**src/rtl/mpcm_pkg.sv**
```systemverilog
// shared types, codes and helpers of the midi parser with control mapping
// no dependencies
`timescale 1ns / 1ps

package mpcm_pkg;

	localparam int MPCM_QUEUE_DEPTH = 2;

	localparam logic [7:0] ST_REALTIME_MIN = 8'hF8;
	localparam logic [7:0] ST_SYSEX        = 8'hF0;

	localparam logic [3:0] TYPE_NOTE_OFF   = 4'h8;
	localparam logic [3:0] TYPE_NOTE_ON    = 4'h9;
	localparam logic [3:0] TYPE_CC         = 4'hB;
	localparam logic [3:0] TYPE_PROGRAM    = 4'hC;
	localparam logic [3:0] TYPE_CHAN_PRESS = 4'hD;
	localparam logic [3:0] TYPE_BEND       = 4'hE;

	localparam logic KIND_MSG  = 1'b0;
	localparam logic KIND_DROP = 1'b1;

	localparam logic MODE_ABS    = 1'b0;
	localparam logic MODE_TOGGLE = 1'b1;

	localparam logic [8:0] PARAM_BEND  = 9'd256;
	localparam logic [8:0] NOTE_OFFSET = 9'd128;

	typedef struct packed {
		logic       kind;
		logic [7:0] status;
		logic [6:0] d1;
		logic [6:0] d2;
	} msg_t;

	// round(d * 65536 / 127): 65536 = 127 * 516 + 4, so the quotient is
	// d * 516 plus (4 * d + 63) / 127, which stays below 5
	function automatic logic [16:0] scale127(input logic [6:0] d);
		logic [9:0]  r;
		logic [2:0]  q;
		logic [16:0] base;
		r = {1'b0, d, 2'b00} + 10'd63;
		q = 3'(r >= 10'd127) + 3'(r >= 10'd254) + 3'(r >= 10'd381) + 3'(r >= 10'd508);
		base = 17'(d) * 17'd516;
		return base + 17'(q);
	endfunction

endpackage

```
**src/rtl/mpcm_queue.sv**
```systemverilog
// small message queue between parser front and mapping back
// depends on mpcm_pkg
`timescale 1ns / 1ps

module mpcm_queue
	import mpcm_pkg::*;
#(
	parameter int DEPTH = MPCM_QUEUE_DEPTH
) (
	input  logic clk,
	input  logic arst_n,
	input  logic wr,
	input  msg_t wr_msg,
	output logic full,
	input  logic rd,
	output msg_t rd_msg,
	output logic nempty
);

	localparam int AW = (DEPTH > 1) ? $clog2(DEPTH) : 1;
	localparam int CW = $clog2(DEPTH + 1);

	msg_t          mem_q [DEPTH];
	logic [AW-1:0] wp_q;
	logic [AW-1:0] rp_q;
	logic [CW-1:0] cnt_q;

	assign full   = (cnt_q == CW'(DEPTH));
	assign nempty = (cnt_q != '0);
	assign rd_msg = mem_q[rp_q];

	always_ff @(posedge clk) begin
		if (wr) begin
			mem_q[wp_q] <= wr_msg;
		end
	end

	always_ff @(posedge clk or negedge arst_n) begin
		if (!arst_n) begin
			wp_q  <= '0;
			rp_q  <= '0;
			cnt_q <= '0;
		end else begin
			if (wr) begin
				wp_q <= (wp_q == AW'(DEPTH - 1)) ? '0 : wp_q + 1'b1;
			end
			if (rd) begin
				rp_q <= (rp_q == AW'(DEPTH - 1)) ? '0 : rp_q + 1'b1;
			end
			if (wr && !rd) begin
				cnt_q <= cnt_q + 1'b1;
			end else if (rd && !wr) begin
				cnt_q <= cnt_q - 1'b1;
			end
		end
	end

endmodule

```
**src/rtl/mpcm_front.sv**
```systemverilog
// byte parser: running status, data gathering, drop classification
// depends on mpcm_pkg
`timescale 1ns / 1ps

module mpcm_front
	import mpcm_pkg::*;
(
	input  logic       clk,
	input  logic       arst_n,
	input  logic       push,
	input  logic [7:0] rx_byte,
	input  logic       full,
	output logic       wr,
	output msg_t       wr_msg
);

	logic [7:0] rs_q;
	logic [6:0] held_q;
	logic       held_v_q;
	logic       sysex_q;

	logic [7:0] rs_d;
	logic [6:0] held_d;
	logic       held_v_d;
	logic       sysex_d;
	logic       emit;
	logic       fire;
	logic [3:0] rs_type;

	assign fire    = push && !full;
	assign rs_type = rs_q[7:4];
	assign wr      = fire && emit;

	always_comb begin
		rs_d     = rs_q;
		held_d   = held_q;
		held_v_d = held_v_q;
		sysex_d  = sysex_q;
		emit     = 1'b0;
		wr_msg   = '{kind: KIND_DROP, status: rx_byte, d1: '0, d2: '0};
		priority if (rx_byte >= ST_REALTIME_MIN) begin
			emit = 1'b1;
		end else if (rx_byte >= ST_SYSEX) begin
			// system common or sysex start
			rs_d     = '0;
			held_d   = '0;
			held_v_d = 1'b0;
			sysex_d  = (rx_byte == ST_SYSEX);
			emit     = 1'b1;
		end else if (rx_byte[7]) begin
			rs_d     = rx_byte;
			held_d   = '0;
			held_v_d = 1'b0;
			sysex_d  = 1'b0;
		end else if (sysex_q) begin
			emit = 1'b0;
		end else if (rs_q == '0) begin
			emit = 1'b1;
		end else if (rs_type == TYPE_PROGRAM || rs_type == TYPE_CHAN_PRESS) begin
			emit   = 1'b1;
			wr_msg = '{kind: KIND_MSG, status: rs_q, d1: rx_byte[6:0], d2: '0};
		end else if (!held_v_q) begin
			held_d   = rx_byte[6:0];
			held_v_d = 1'b1;
		end else begin
			emit     = 1'b1;
			wr_msg   = '{kind: KIND_MSG, status: rs_q, d1: held_q, d2: rx_byte[6:0]};
			held_d   = '0;
			held_v_d = 1'b0;
		end
	end

	always_ff @(posedge clk or negedge arst_n) begin
		if (!arst_n) begin
			rs_q     <= '0;
			held_q   <= '0;
			held_v_q <= 1'b0;
			sysex_q  <= 1'b0;
		end else if (fire) begin
			rs_q     <= rs_d;
			held_q   <= held_d;
			held_v_q <= held_v_d;
			sysex_q  <= sysex_d;
		end
	end

endmodule

```
**src/rtl/mpcm_back.sv**
```systemverilog
// control mapping and output register
// depends on mpcm_pkg
`timescale 1ns / 1ps

module mpcm_back
	import mpcm_pkg::*;
(
	input  logic        clk,
	input  logic        arst_n,
	input  msg_t        head,
	input  logic        head_valid,
	output logic        rd,
	input  logic        pop,
	output logic        empty,
	output logic        kind,
	output logic [7:0]  status_byte,
	output logic [3:0]  channel,
	output logic [6:0]  data_first,
	output logic [6:0]  data_second,
	output logic        event_valid,
	output logic [8:0]  control_id,
	output logic        event_mode,
	output logic [16:0] event_value
);

	logic        out_v_q;
	logic        kind_q;
	logic [7:0]  status_q;
	logic [6:0]  d1_q;
	logic [6:0]  d2_q;
	logic        ev_q;
	logic [8:0]  pid_q;
	logic        mode_q;
	logic [16:0] val_q;

	logic        ev_d;
	logic [8:0]  pid_d;
	logic        mode_d;
	logic [16:0] val_d;
	logic [3:0]  mtype;

	assign rd    = head_valid && (!out_v_q || pop);
	assign mtype = head.status[7:4];

	always_comb begin
		ev_d   = 1'b0;
		pid_d  = '0;
		mode_d = MODE_ABS;
		val_d  = '0;
		if (head.kind == KIND_MSG) begin
			unique case (mtype)
				TYPE_CC: begin
					ev_d  = 1'b1;
					pid_d = 9'(head.d1);
					val_d = scale127(head.d2);
				end
				TYPE_NOTE_ON: begin
					ev_d   = 1'b1;
					pid_d  = 9'(head.d1) + NOTE_OFFSET;
					mode_d = MODE_TOGGLE;
					val_d  = scale127(head.d2);
				end
				TYPE_NOTE_OFF: begin
					ev_d   = 1'b1;
					pid_d  = 9'(head.d1) + NOTE_OFFSET;
					mode_d = MODE_TOGGLE;
				end
				TYPE_BEND: begin
					ev_d  = 1'b1;
					pid_d = PARAM_BEND;
					val_d = {1'b0, head.d2, head.d1, 2'b00};
				end
				default: begin
					ev_d = 1'b0;
				end
			endcase
		end
	end

	always_ff @(posedge clk or negedge arst_n) begin
		if (!arst_n) begin
			out_v_q <= 1'b0;
		end else if (rd) begin
			out_v_q <= 1'b1;
		end else if (pop) begin
			out_v_q <= 1'b0;
		end
	end

	always_ff @(posedge clk) begin
		if (rd) begin
			kind_q   <= head.kind;
			status_q <= head.status;
			d1_q     <= head.d1;
			d2_q     <= head.d2;
			ev_q     <= ev_d;
			pid_q    <= pid_d;
			mode_q   <= mode_d;
			val_q    <= val_d;
		end
	end

	assign empty       = !out_v_q;
	assign kind        = kind_q;
	assign status_byte = status_q;
	assign channel     = status_q[3:0];
	assign data_first  = d1_q;
	assign data_second = d2_q;
	assign event_valid = ev_q;
	assign control_id  = pid_q;
	assign event_mode  = mode_q;
	assign event_value = val_q;

endmodule

```
**src/rtl/midi_parser_with_control_mapping.sv**
```systemverilog
// channel  | handshake    | payload
// input    | push / full  | rx_byte
// result   | pop / empty  | kind status_byte channel data_first data_second
//          |              | event_valid control_id event_mode event_value
// one byte accepted per cycle unless full; a result passes the queue, then the output register
// the parser front writes the message queue, the mapping back drains it
// full rises only when the queue is full while the output register holds
// arst_n clears running status, the queue and the output register
// top level; depends on mpcm_pkg, mpcm_front, mpcm_queue, mpcm_back
`timescale 1ns / 1ps

module midi_parser_with_control_mapping
	import mpcm_pkg::*;
#(
	parameter int QUEUE_DEPTH = MPCM_QUEUE_DEPTH
) (
	input  logic        clk,
	input  logic        arst_n,
	input  logic        push,
	output logic        full,
	input  logic [7:0]  rx_byte,
	output logic        empty,
	input  logic        pop,
	output logic        kind,
	output logic [7:0]  status_byte,
	output logic [3:0]  channel,
	output logic [6:0]  data_first,
	output logic [6:0]  data_second,
	output logic        event_valid,
	output logic [8:0]  control_id,
	output logic        event_mode,
	output logic [16:0] event_value
);

	logic q_wr;
	msg_t q_wr_msg;
	logic q_rd;
	msg_t q_head;
	logic q_nempty;

	mpcm_front u_front (
		.clk     (clk),
		.arst_n  (arst_n),
		.push    (push),
		.rx_byte (rx_byte),
		.full    (full),
		.wr      (q_wr),
		.wr_msg  (q_wr_msg)
	);

	mpcm_queue #(
		.DEPTH (QUEUE_DEPTH)
	) u_queue (
		.clk    (clk),
		.arst_n (arst_n),
		.wr     (q_wr),
		.wr_msg (q_wr_msg),
		.full   (full),
		.rd     (q_rd),
		.rd_msg (q_head),
		.nempty (q_nempty)
	);

	mpcm_back u_back (
		.clk         (clk),
		.arst_n      (arst_n),
		.head        (q_head),
		.head_valid  (q_nempty),
		.rd          (q_rd),
		.pop         (pop),
		.empty       (empty),
		.kind        (kind),
		.status_byte (status_byte),
		.channel     (channel),
		.data_first  (data_first),
		.data_second (data_second),
		.event_valid (event_valid),
		.control_id  (control_id),
		.event_mode  (event_mode),
		.event_value (event_value)
	);

endmodule

```
**config.mk**
```make
export PLATFORM = sky130hd
export DESIGN_NAME = midi_parser_with_control_mapping
export DESIGN_NICKNAME = d
export VERILOG_FILES = /design/src/rtl/mpcm_pkg.sv /design/src/rtl/mpcm_queue.sv /design/src/rtl/mpcm_front.sv /design/src/rtl/mpcm_back.sv /design/src/rtl/midi_parser_with_control_mapping.sv
export SDC_FILE = /design/constraint.sdc
export NUM_CORES = 1
export LEC_CHECK = 0
export BUFFER_PORTS_ARGS = -buffer_cell sky130_fd_sc_hd__clkbuf_2
export CORE_MARGIN = 3
export CORE_UTILIZATION = 30
export DETAILED_ROUTE_END_ITERATION = 12
export PLACE_DENSITY_LB_ADDON = 0.05
export RECOVER_POWER = 50
export SYNTH_ARGS = -nofsm -noshare
export SYNTH_HDL_FRONTEND = slang
export SYNTH_HIERARCHICAL = 1
export SYNTH_SLANG_ARGS = --single-unit
```
**constraint.sdc**
```tcl
create_clock -name clk -period 8.5 [get_ports clk]
set_clock_uncertainty 0.1 [all_clocks]
set_input_delay 1.7 -clock clk [delete_from_list [all_inputs] [get_ports clk]]
set_output_delay 1.7 -clock clk [all_outputs]
set_load 0.01 [all_outputs]
```
* Word-level counts from Yosys, hierarchy flattened *
Memories as Yosys holds them, arrays and structs flattened.
Index checks and enable logic that the tools add are counted.

storage, ports and cells
  bits in read-only memories = 0
  memory bits (writable) = 46
  word-level logic and storage cells = 109
  latch bits = 0
  flip-flop bits (word level) = 73
  memories kept = 1

operators by class
  shifts and indexed selects = 0
  mux-type cells = 42
  div/mod/pow operators = 0
  magnitude comparators = 6
  bitwise operators = 1
  reduce and logical (&&, ||, !) cells = 21
  multipliers = 1
  add/sub/neg operators = 10
  equality and inequality tests = 11

memories
  memory         depth  bits a word  rd ports  clocked after Yosys merged registers in  wr ports  RTL line          RTL
  u_queue.mem_q  2      23           1         0                                        1         mpcm_queue.sv:23  msg_t mem_q [DEPTH];

operators with widths
  cell                    count
  $mux W23                7
  $mux W7                 6
  $pmux W17 S2            1
  $pmux W9 S3             1
  $eq A4 B4 Y1 const B    6
  $mux W1                 23
  $ge A10 B9 Y1 const B   2
  $add A17 B3 Y17         1
  $ge A8 B8 Y1 const B    2
  $mux W8                 2
  $mul A7 B8 Y15 const B  1
  $add A9 B6 Y10 const B  1
  $ge A10 B7 Y1 const B   1
  $ge A10 B8 Y1 const B   1
  $add A7 B8 Y9 const B   1
  $eq A8 B8 Y1 const B    1
  $logic_not A8 Y1        1
  $reduce_bool A2 Y1      4
  $add A3 B1 Y3           2
  $ne A3 B2 Y1 const B    2
  $logic_and A1 B1 Y1     5
  $reduce_and A5 Y1       1
  $logic_not A1 Y1        4
  $mux W2                 2
  11 further kinds        14

* Longest topological paths before layout *
  depth after elaboration = 13
  gate-level depth with buffers = 13
  depth with buffers taken out = 9

* Hierarchy *
The synthesis kept the hierarchy.

modules (own cells, without submodules)
  module      area an instance (sq um)  instances  cells each
  mpcm_back   2130.8                    1          139
  mpcm_queue  1951.9                    1          88
  mpcm_front  1068.5                    1          116

* Worst setup path before layout *
OpenSTA, ideal clock, no wires.

  kind = input port to flip-flop
  start = in pop
  end = reg u_queue.cnt_q[1]
  path slack = 4521 ps
  stages on the path = 7
  library setup time = 79 ps
  data arrival time = 3800 ps
  data required time = 8321 ps
  cell sequence = nand2b_1 > and2_1 > inv_1 > ha_1 > xor2_1 > nor2_1 > xor2_1

on the way
  word-level cells in the longest chain between the ends = 5
  elaborated cells between the ends (all ways) = 7
  those cells by class = mux (1); reduce/logical (6)

ends and longest elaborated chain
  item                                           RTL line                                RTL
  from (decl)                                    midi_parser_with_control_mapping.sv:23  input logic pop,
  $logic_or A1 B1 Y1 *                           mpcm_back.sv:42                         assign rd = head_valid && (!out_v_q || pop);
  $logic_and A1 B1 Y1 *                          mpcm_back.sv:42
  named net q_rd                                 midi_parser_with_control_mapping.sv:37  logic q_rd;
  $logic_not A1 Y1                               mpcm_queue.sv:50                        if (wr && !rd) begin
  $logic_and A1 B1 Y1                            mpcm_queue.sv:50
  $mux W2 or $reduce_bool A2 Y1 (tied branches)  -
  to (signal assigned)                           mpcm_queue.sv:51                        cnt_q <= cnt_q + 1'b1;
  to (signal assigned)                           mpcm_queue.sv:53                        cnt_q <= cnt_q - 1'b1;
  to (decl)                                      mpcm_queue.sv:26                        logic [CW-1:0] cnt_q;

Mark *: on every way through the listed nets, which the timed path passes. The rest lies on a longest branch.
A chain may end at the register's enable or synchronous reset.

* Worst setup path after layout *
Same ends and word-level chain as after synthesis.

==> out/metrics.yaml <==
clock_latency_ns: 0.41
async_reset_ff_frac: 0.185
worst_reg2reg_setup_slack_ns: 4.29
hold_path_startpoint: "u_queue/cnt_q[1]"
synth.most_common_cell: "sky130_fd_sc_hd__edfxtp_1"
clk_pin_slew_worst_paths_ns: 0.05
post-synth-top-area-fraction: 0.565
synth-edff-count: 97
static-leakage-power_nw: 2.26
synth-seq-area-share: 0.672
r2r.worst_path.cells: 9
timing_worst_slew_pin_value_ns: 2.90
rsz_0062_raised_after_global_routing: "false"
root_buf_cell: "sky130_fd_sc_hd__clkbuf_16"
totalWireLength_mm: 11.3
hold_viol_final: 0
syn-mean-instance-area_um2: 15.0
fin_setup_tns_ns: 0
grt_usage: 0.127
postCtsResizedCells: 0
crit_path_max_incr_delay_ns: 2.03
cell_area_after_technology_mapping_um2: 5150
crit_chain: "clkbuf_2 -> nand2b_1 -> and2_2 -> clkbuf_1 -> inv_1 -> ha_1 -> xor2_1 -> nor2_1 -> xor2_1"
num_vias: 2957
area_growth_syn_to_layout_pct: 18.5
timing.hold.ws_ns: 0.385
netlist.top_cell.by_area: "sky130_fd_sc_hd__edfxtp_1"
cts_max_level: 4
r2r_start: "u_queue/rp_q"
place.detailed.hpwl_mm: 7.57
vdd_ir_drop_max_mv: 0.143
worst_setup_path_end_kind: "register"
ys.warnings.count: 6
grt_pass1_vias: 3034
n_antenna_cell: 0
power_per_cell_area_nw_per_um2: 363
final_net_count: 436
die_h_um: 137
final_critical_path_share_of_the_clock_period: 0.551
synthesis.nets: 359
regArea_um2: 3460
clk_path_buf_depth: 2
startpoint_to_endpoint_class_of_the_critical_path: "primary input to register"
synth_top_cells_by_area: "sky130_fd_sc_hd__edfxtp_1 57%, sky130_fd_sc_hd__dfrtp_1 11%, sky130_fd_sc_hd__mux2_4 7.0%"
cpMostUsedCell: "sky130_fd_sc_hd__xor2_1"
fillers: 1666
via_per_inst: 4.53
buffer_ports.inserted: 68
drt_iter0_drcs: 180
post-route-min-period_ns: 4.69
overflow: 0
synth.top_cells.by_count: "97 x sky130_fd_sc_hd__edfxtp_1, 32 x sky130_fd_sc_hd__nand2_1, 24 x sky130_fd_sc_hd__mux2_4"
grt_first_pass_wirelength_mm: 17.4
grt_start_max_net_pins: 54
final_antenna_net_count: 0
design.die.area_um2: 18800
report.final.setup_viol: 0
drv.max_cap_violation_count: 1
result_of_the_run: "complete, but fails checks"
chipWidth_um: 137
yosys_most_used_dff: "sky130_fd_sc_hd__edfxtp_1"
failed_checks: "capacitance limit, slew limit"
layout-drive-gt1-share: 0.176
setup.worst_path.start_class: "primary input"
post_synth_inst_count: 343
start_util: 0.308
r2r-end: "u_back/event_value[9]"
crit_slowest_cell: "sky130_fd_sc_hd__clkbuf_1"
ioPinCount: 69
rows: 47
drv_slew: 54
postSynthRegisterBits: 119
numCtsBuffers: 17
design.core.area_um2: 16700
whs_endpoint: "u_queue/cnt_q[1]"
place_inst: 621
maxSlewHeadroom: -0.935
fin_cells: 653
post-route-drc-count: 0
required_ns: 8.73
tritoncts_clock_tree: "yes"
max_freq_mhz: 213
firstDrtPassIters: 4
yosysUniqueCellTypes: 53
multiInputGateArea_um2: 1460
cts_setup_buffers: 0
place.gp.congestion: 0.813
worstPathArrival_ns: 4.92
whs_path_depth: 1
path_max_fanout: 53
holdBufCountCts: 0
cts.sinks: 119
hp_class: "register to register"
antenna_found_initial: 0
wl_per_cell_um: 17.2
## worst max path at each step
stage	start	slack, ns	endpoint
final	pop	3.81	u_queue/cnt_q[1]
after global routing	pop	3.21	u_queue/cnt_q[1]
after CTS	u_queue/rp_q	4.82	u_back/event_value[11]
after detailed placement	rx_byte[5]	4.52	u_queue/mem_q[1][5]
after global placement	rx_byte[5]	4.57	u_queue/mem_q[1][20]
after floorplan	pop	4.52	u_queue/cnt_q[1]
## area by class of cell
class,instances,share of cell area
Clock buffer,21,0.0721
Sequential cell,119,0.567
Tap cell,220,0.0451
Clock inverter,11,0.0215
Inverter,6,0.00369
Multi-Input combinational cell,204,0.239
Timing Repair Buffer,72,0.0516
## through the flow
stage	setup slack (ns)	power, W	util	cell area, um^2
after floorplan	4.52	0.00139	-	5150
after global placement	4.57	0.00160	0.341	5690
after detailed placement	4.52	0.00160	0.341	5690
after CTS	4.82	0.00231	0.375	6260
after global routing	3.21	0.00235	0.366	6110
final	3.81	0.00221	0.366	6110
## sequential cells by signal, summed over array words and instances, names as in the netlist, 2 cells and up
name / cells
u_queue/cnt_q: 2
u_back/data_first: 7
u_front/held_q: 7
u_back/control_id: 9
u_back/event_value: 17
u_back/data_second: 7
u_queue/mem_q: 46
u_back/status_byte: 8
u_front/rs_q: 8
## power by group
group / total (W) / internal [W] / switching, W / leakage (nW)
combinational: 0.000579 / 0.000211 / 0.000368 / 0.777
sequential: 0.000934 / 0.000858 / 0.0000758 / 1.20
clock: 0.000700 / 0.000456 / 0.000245 / 0.282
## metal layers
layer | vias up | routed length, um | GRT usage | part of all wire
li1 | 1410 | - | - | -
met1 | 1472 | 5420 | 0.167 | 0.48
met2 | 62 | 5220 | 0.197 | 0.46
met3 | 13 | 460 | 0.0360 | 0.041
met4 | 0 | 159 | 0.0499 | 0.014
met5 | - | 0 | 0 | 0
## worst max-delay path: cells and delay by family
| family | cells | cell delay, ns |
|---|---|---|
| AND/OR/NAND/NOR | 3 | 0.37 |
| XOR/XNOR | 2 | 0.30 |
| adder cells (fa/ha/maj) | 1 | 0.33 |
| buffers and inverters | 3 | 2.22 |
## cell families (layout without fill, tap and decap cells)
logic type               Yosys count  in the layout  synth area share
AO/OA/AOI/OAI                     36             36            0.0520
XOR/XNOR                          13             13            0.0221
adder cells (fa/ha/maj)            4              4            0.0112
buffers and inverters             20            110            0.0262
flip-flops                       119            119             0.672
multiplexers                      36             36            0.0942
AND/OR/NAND/NOR                  115            115             0.122
## cell usage in the layout, fill, tap and decap left out, types with 7 or more instances in the layout
| cell | n |
|---|---|
| sky130_fd_sc_hd__mux2i_1 | 8 |
| sky130_fd_sc_hd__nand2_1 | 32 |
| sky130_fd_sc_hd__and2_1 | 13 |
| sky130_fd_sc_hd__clkbuf_16 | 17 |
| sky130_fd_sc_hd__xor2_1 | 8 |
| sky130_fd_sc_hd__nand3_1 | 13 |
| sky130_fd_sc_hd__clkbuf_1 | 42 |
| sky130_fd_sc_hd__dfrtp_1 | 22 |
| sky130_fd_sc_hd__clkbuf_2 | 33 |
| sky130_fd_sc_hd__nor3_1 | 7 |
| sky130_fd_sc_hd__edfxtp_1 | 97 |
| sky130_fd_sc_hd__nor2_1 | 13 |
| sky130_fd_sc_hd__mux2_1 | 22 |
| sky130_fd_sc_hd__a21oi_1 | 9 |
No activity file was read; power rests on OpenSTA's default activity.
